===== src/rtl/vmrp_pkg.sv =====
package vmrp_pkg;

   localparam int OBJECT_BYTES = 544;
   localparam int OBJ_AW = 10;
   localparam logic [15:0] OBJ_HIGH_TABLE = 16'h0200;

   localparam logic [5:0] OFF_OBJ_BASE_LO = 6'h02;
   localparam logic [5:0] OFF_OBJ_BASE_HI = 6'h03;
   localparam logic [5:0] OFF_OBJ_DATA_WR = 6'h04;
   localparam logic [5:0] OFF_STEP_CTRL   = 6'h15;
   localparam logic [5:0] OFF_VADDR_LO    = 6'h16;
   localparam logic [5:0] OFF_VADDR_HI    = 6'h17;
   localparam logic [5:0] OFF_VDATA_LO_WR = 6'h18;
   localparam logic [5:0] OFF_VDATA_HI_WR = 6'h19;
   localparam logic [5:0] OFF_MATRIX_A    = 6'h1B;
   localparam logic [5:0] OFF_MATRIX_B    = 6'h1C;
   localparam logic [5:0] OFF_PAL_PTR     = 6'h21;
   localparam logic [5:0] OFF_PAL_DATA_WR = 6'h22;
   localparam logic [5:0] OFF_PROD_LO     = 6'h34;
   localparam logic [5:0] OFF_PROD_MID    = 6'h35;
   localparam logic [5:0] OFF_PROD_HI     = 6'h36;
   localparam logic [5:0] OFF_CNT_LATCH   = 6'h37;
   localparam logic [5:0] OFF_OBJ_DATA_RD = 6'h38;
   localparam logic [5:0] OFF_VDATA_LO_RD = 6'h39;
   localparam logic [5:0] OFF_VDATA_HI_RD = 6'h3A;
   localparam logic [5:0] OFF_PAL_DATA_RD = 6'h3B;
   localparam logic [5:0] OFF_HCOUNT      = 6'h3C;
   localparam logic [5:0] OFF_VCOUNT      = 6'h3D;
   localparam logic [5:0] OFF_STATUS_A    = 6'h3E;
   localparam logic [5:0] OFF_STATUS_B    = 6'h3F;

   localparam logic [7:0] STATUS_A_VALUE = 8'h01;
   localparam logic [7:0] STATUS_B_VALUE = 8'h03;

   localparam logic ACTION_READ  = 1'b0;
   localparam logic ACTION_WRITE = 1'b1;

   typedef enum logic [2:0] {
      ST_CLEAR,
      ST_IDLE,
      ST_EXEC,
      ST_RLD_ISSUE,
      ST_RLD_TAKE,
      ST_WR2,
      ST_RESP
   } state_type;

   typedef struct packed {
      logic clear;
      logic capture;
      logic exec;
      logic rld_take;
      logic wr2;
   } cmd_type;

   typedef struct packed {
      logic clear_last;
      logic need_reload;
      logic need_wr2;
   } status_type;

endpackage


===== src/rtl/vmrp_ctrl.sv =====
module vmrp_ctrl import vmrp_pkg::*; (
   input  logic       clock,
   input  logic       reset,
   input  logic       req_valid,
   output logic       req_stall,
   output logic       rsp_valid,
   input  logic       rsp_stall,
   input  status_type status,
   output cmd_type    cmd
);

   state_type state_ff, state_in;

   always_ff @(posedge clock) begin
      if (reset) begin
         state_ff <= ST_CLEAR;
      end else begin
         state_ff <= state_in;
      end
   end

   always_comb begin
      state_in = state_ff;
      case (state_ff)
         ST_CLEAR: begin
            if (status.clear_last) state_in = ST_IDLE;
         end
         ST_IDLE: begin
            if (req_valid) state_in = ST_EXEC;
         end
         ST_EXEC: begin
            if (status.need_reload) state_in = ST_RLD_ISSUE;
            else if (status.need_wr2) state_in = ST_WR2;
            else state_in = ST_RESP;
         end
         ST_RLD_ISSUE: state_in = ST_RLD_TAKE;
         ST_RLD_TAKE: state_in = ST_RESP;
         ST_WR2: state_in = ST_RESP;
         ST_RESP: begin
            if (!rsp_stall) state_in = ST_IDLE;
         end
         default: state_in = ST_CLEAR;
      endcase
   end

   always_comb begin
      cmd = '0;
      req_stall = 1'b1;
      rsp_valid = 1'b0;
      case (state_ff)
         ST_CLEAR: cmd.clear = 1'b1;
         ST_IDLE: begin
            req_stall = 1'b0;
            cmd.capture = req_valid;
         end
         ST_EXEC: cmd.exec = 1'b1;
         ST_RLD_ISSUE: ;
         ST_RLD_TAKE: cmd.rld_take = 1'b1;
         ST_WR2: cmd.wr2 = 1'b1;
         ST_RESP: rsp_valid = 1'b1;
         default: ;
      endcase
   end

endmodule


===== config.mk =====
export PLATFORM = sky130hd
export DESIGN_NAME = vmrp_ctrl
export DESIGN_NICKNAME = d
export VERILOG_FILES = /design/src/rtl/vmrp_pkg.sv /design/src/rtl/vmrp_ctrl.sv
export SDC_FILE = /design/constraint.sdc
export NUM_CORES = 1
export LEC_CHECK = 0
export BUFFER_PORTS_ARGS = -buffer_cell sky130_fd_sc_hd__buf_2
export CAP_MARGIN = 20
export CELL_PAD_IN_SITES_DETAIL_PLACEMENT = 1
export CELL_PAD_IN_SITES_GLOBAL_PLACEMENT = 1
export CORE_AREA = 2 2 39 41
export CTS_CLUSTER_DIAMETER = 40
export DETAILED_ROUTE_END_ITERATION = 10
export DIE_AREA = 0 0 41 43
export PLACE_DENSITY_LB_ADDON = 0.1
export RECOVER_POWER = 25
export SLEW_MARGIN = 20
export SYNTH_ARGS = -nofsm -noshare
export SYNTH_HDL_FRONTEND = slang
export SYNTH_SLANG_ARGS = --single-unit

===== constraint.sdc =====
create_clock -name clock -period 1.1 [get_ports clock]
set_input_delay 0 -clock clock [delete_from_list [all_inputs] [get_ports clock]]
set_output_delay 0 -clock clock [all_outputs]
set_load 0.02 [all_outputs]

==> impl_results.md <==
- Synth cell types: 21
- Maximum number of buffers from clock root to sink: 2
- Number of vias per cell: 4.47
- Critical setup path kind: flip-flop to primary output
- Combined buffer and inverter count along the critical path: 2
- Count of routing violations after the opening detailed-route iteration: 0
- Synth Area per Inst: just over 9 sq um
- Die Footprint: 1760 sq um
- Average wire per cell in the routed design: 13.3 um
- Core box area: around 1400 sq um
- Hold violation total from the final report: 0
- RR Startpoint: state_ff[1]
- Effective utilization at floorplan: 0.199
- GRT Residual Overflow: 0
- Clock tree from TritonCTS: yes
- Startpoint class of the critical path: flip-flop
- Peak supply drop: 0.501 mV
- Slowest stage cell on the critical path: sky130_fd_sc_hd__dfxtp_4
- Depth of the CTS H-tree: 1
- Cell family contributing the most delay on the critical path: flip-flops
- Number of cells on the worst reg-to-reg path: 4
- Launch point of the worst path: state_ff[1]
- Net count, final: 64
- Clock transition at the registers of the reported paths: 0.04 ns
- Post-route clock period utilization: 0.999
- Number of antenna violations at the first check in global routing: 0
- Number of buffers created by CTS: 3
- Worst-Margin Slew: 0.343 ns
- Fraction of the yosys area taken by sequential cells: 0.218
- Number of I/O port buffers: 13
- Fmax: 910 MHz
- Predominant post-synthesis flop cell: sky130_fd_sc_hd__dfxtp_1
- Required time reported for the critical path endpoint: 1.10 ns
- Post-layout instance area: around 540 sq um
- Areal power density over the cells: between 1000 and 1500 nW/um^2
- Number of detailed-route iterations in the first pass: 1
- Final Max Tran Viols: 0
- Top flop regs: state_ff (3)
- Number of vias after detailed routing: 322
- Final setup viols: 0
- Sequential share of power: 0.205
- Worst reg2reg path endpoint: state_ff[0]
- Cell type contributing the most total cell area after synthesis: sky130_fd_sc_hd__dfxtp_1
- Number of max-capacitance violations reported: 0
- Total negative slack: 0 ns
- Worst reg2reg setup slack: 0.04 ns
- Area grow syn2layout: 95.9%
- CP peak stage delay: 0.35 ns
- Post-detailed-route DRC marker count: 0
- Largest cells by area after synthesis: sky130_fd_sc_hd__dfxtp_1 (22%), sky130_fd_sc_hd__nand2b_1 (9.1%), sky130_fd_sc_hd__buf_6 (8.2%)
- Most frequent cell after synthesis: sky130_fd_sc_hd__nand2b_1
- Hpwl dp: 544 um
- Synthesized Nets: 37
- Top fanout value on the critical path: 8
- Total global routing track utilization: 0.117
- Share of the synthesized area in the top cell type: 0.218
- Cell-by-cell trace of the critical path: buf_8, nor2_4, and3_4, buf_6
- Outcome: complete, no violations
- Max FFs per register: 3
- Most instantiated cells after synthesis: sky130_fd_sc_hd__nand2b_1 (4), sky130_fd_sc_hd__dfxtp_1 (3)
- Setup repair after global routing missed its margin: yes
- Diodes inserted: 0
- Largest Register: state_ff
- Sw Pwr: 0.273 mW
- Worst setup path endpoint: cmd[3]
- Number of synthesized flops with an enable pin: 0
- Boundary Pins: 14
- Total stage count of the critical path: 4
- Leak Pwr: 0.255 nW
- Tightest hold margin: 0.0119 ns
- Vertical die dimension: 43 um
- Clock root cell: sky130_fd_sc_hd__clkbuf_4
- Switching power as a share of total power: 0.361
- YS warnings: 0
- Internal cell power: roughly 0.48 mW
- Share of total power in the clock network: 0.259
- Gate power share: 0.536
- Endpoint type of the worst setup path: primary output
- Netlist area before placement: approximately 280 sq um
- Worst min-delay path class: input port to flip-flop
- First-pass GRT wire length: 1.36 mm
- Detailed-route wire length: 960 um
- Final antenna-violating net count: 0
- Post-synthesis register bit count: 3
- Post-route total power: around 0.76 mW
- Worst clock skew: 0.00242 ns
- Die outline width: 41 um
- Max transition margin: 0.768
- Number of placement rows: 14
- Placer Congestion: 0.819
- Async SR Flop Fraction: 0
- Worst endpoint data arrival time: 1.10 ns
- Pin count of the biggest net entering global routing: 10
- Post-placement cell area: around 380 sq um
- Clock sinks: 3
- Latest clock arrival within the worst-skew pair: 0.23 ns
- Layout cells sized above 1: 0.714
- Cell count after synthesis: 30
- Number of global-route vias before repair: 309
- Utilization after layout: 0.390
- Post-route minimum period: 1.10 ns
-- through the flow --
stage / cells / setup WS [ns]
2_1_floorplan: 30 / 0.0289
3_3_place_gp: 62 / 0.0398
3_5_place_dp: 62 / 0.0559
4_1_cts: 69 / -0.0136
5_1_grt: 72 / -0.0404
6_report: 72 / 0.00127
-- kinds of logic after synthesis --
logic type             Yosys count  share of synthesized area
AND/OR/NAND/NOR                 15                      0.364
AO/OA/AOI/OAI                    8                      0.295
buffers and inverters            4                      0.123
flip-flops                       3                      0.218
-- cell type report --
cell class | count | area, sq um
flip-flops and latches | 3 | 71.3
inverters | 1 | 3.75
repair buffers | 25 | 196
clock buffers | 4 | 26.3
fillers | 168 | 845
multi-input cells | 23 | 221
well taps | 16 | 20.0
-- power groups by stage --
| stage | combinational [mW] | clock (mW) | sequential, mW |
|---|---|---|---|
| 2_1_floorplan | 0.197 | 0 | 0.143 |
| 3_3_place_gp | 0.262 | 0 | 0.158 |
| 3_5_place_dp | 0.265 | 0 | 0.159 |
| 4_1_cts | 0.323 | 0.213 | 0.150 |
| 5_1_grt | 0.435 | 0.219 | 0.156 |
| 6_report | 0.405 | 0.196 | 0.155 |
-- metal layers --
layer / GRT usage / vias to the layer above / part of all wire
met3: 0.0314 / 0 / 0.031
met5: 0 / - / 0
met2: 0.184 / 6 / 0.55
met4: 0.0800 / 0 / 0
li1: - / 161 / -
met1: 0.128 / 155 / 0.42
-- tightest hold or removal path, stage by stage --
cell,delay (ns)
sky130_fd_sc_hd__buf_2,0.09
sky130_fd_sc_hd__o41ai_2,0.05
sky130_fd_sc_hd__nor2_1,0.07
-- cell usage in the layout (no fill, tap or decap), types with 2 or more instances in the layout --
cell type	n
sky130_fd_sc_hd__nor3b_4	2
sky130_fd_sc_hd__and3b_1	2
sky130_fd_sc_hd__dfxtp_4	3
sky130_fd_sc_hd__clkbuf_4	3
sky130_fd_sc_hd__nand2b_1	4
sky130_fd_sc_hd__buf_6	5
sky130_fd_sc_hd__buf_4	10
sky130_fd_sc_hd__buf_2	7
-- how the worst min path moves through the flow --
stage                   start     endpoint  cells after the start
floorplan               reset  state_ff[1]                      1
global placement        reset  state_ff[1]                      2
detailed placement      reset  state_ff[1]                      2
CTS                 status[2]  state_ff[0]                      3
global route        status[2]  state_ff[0]                      3
finish              status[2]  state_ff[0]                      3
-- repair_timing --
item / CTS / global route
endpoints found under the setup margin: 7 / 6
buffers inserted: 2 / 3
pin swaps: 0 / 1
hold buffers: 1 / 0
resized for setup: 11 / 15
endpoints found under the hold margin: 2 / 0
No activity file was read; power rests on OpenSTA's default activity.
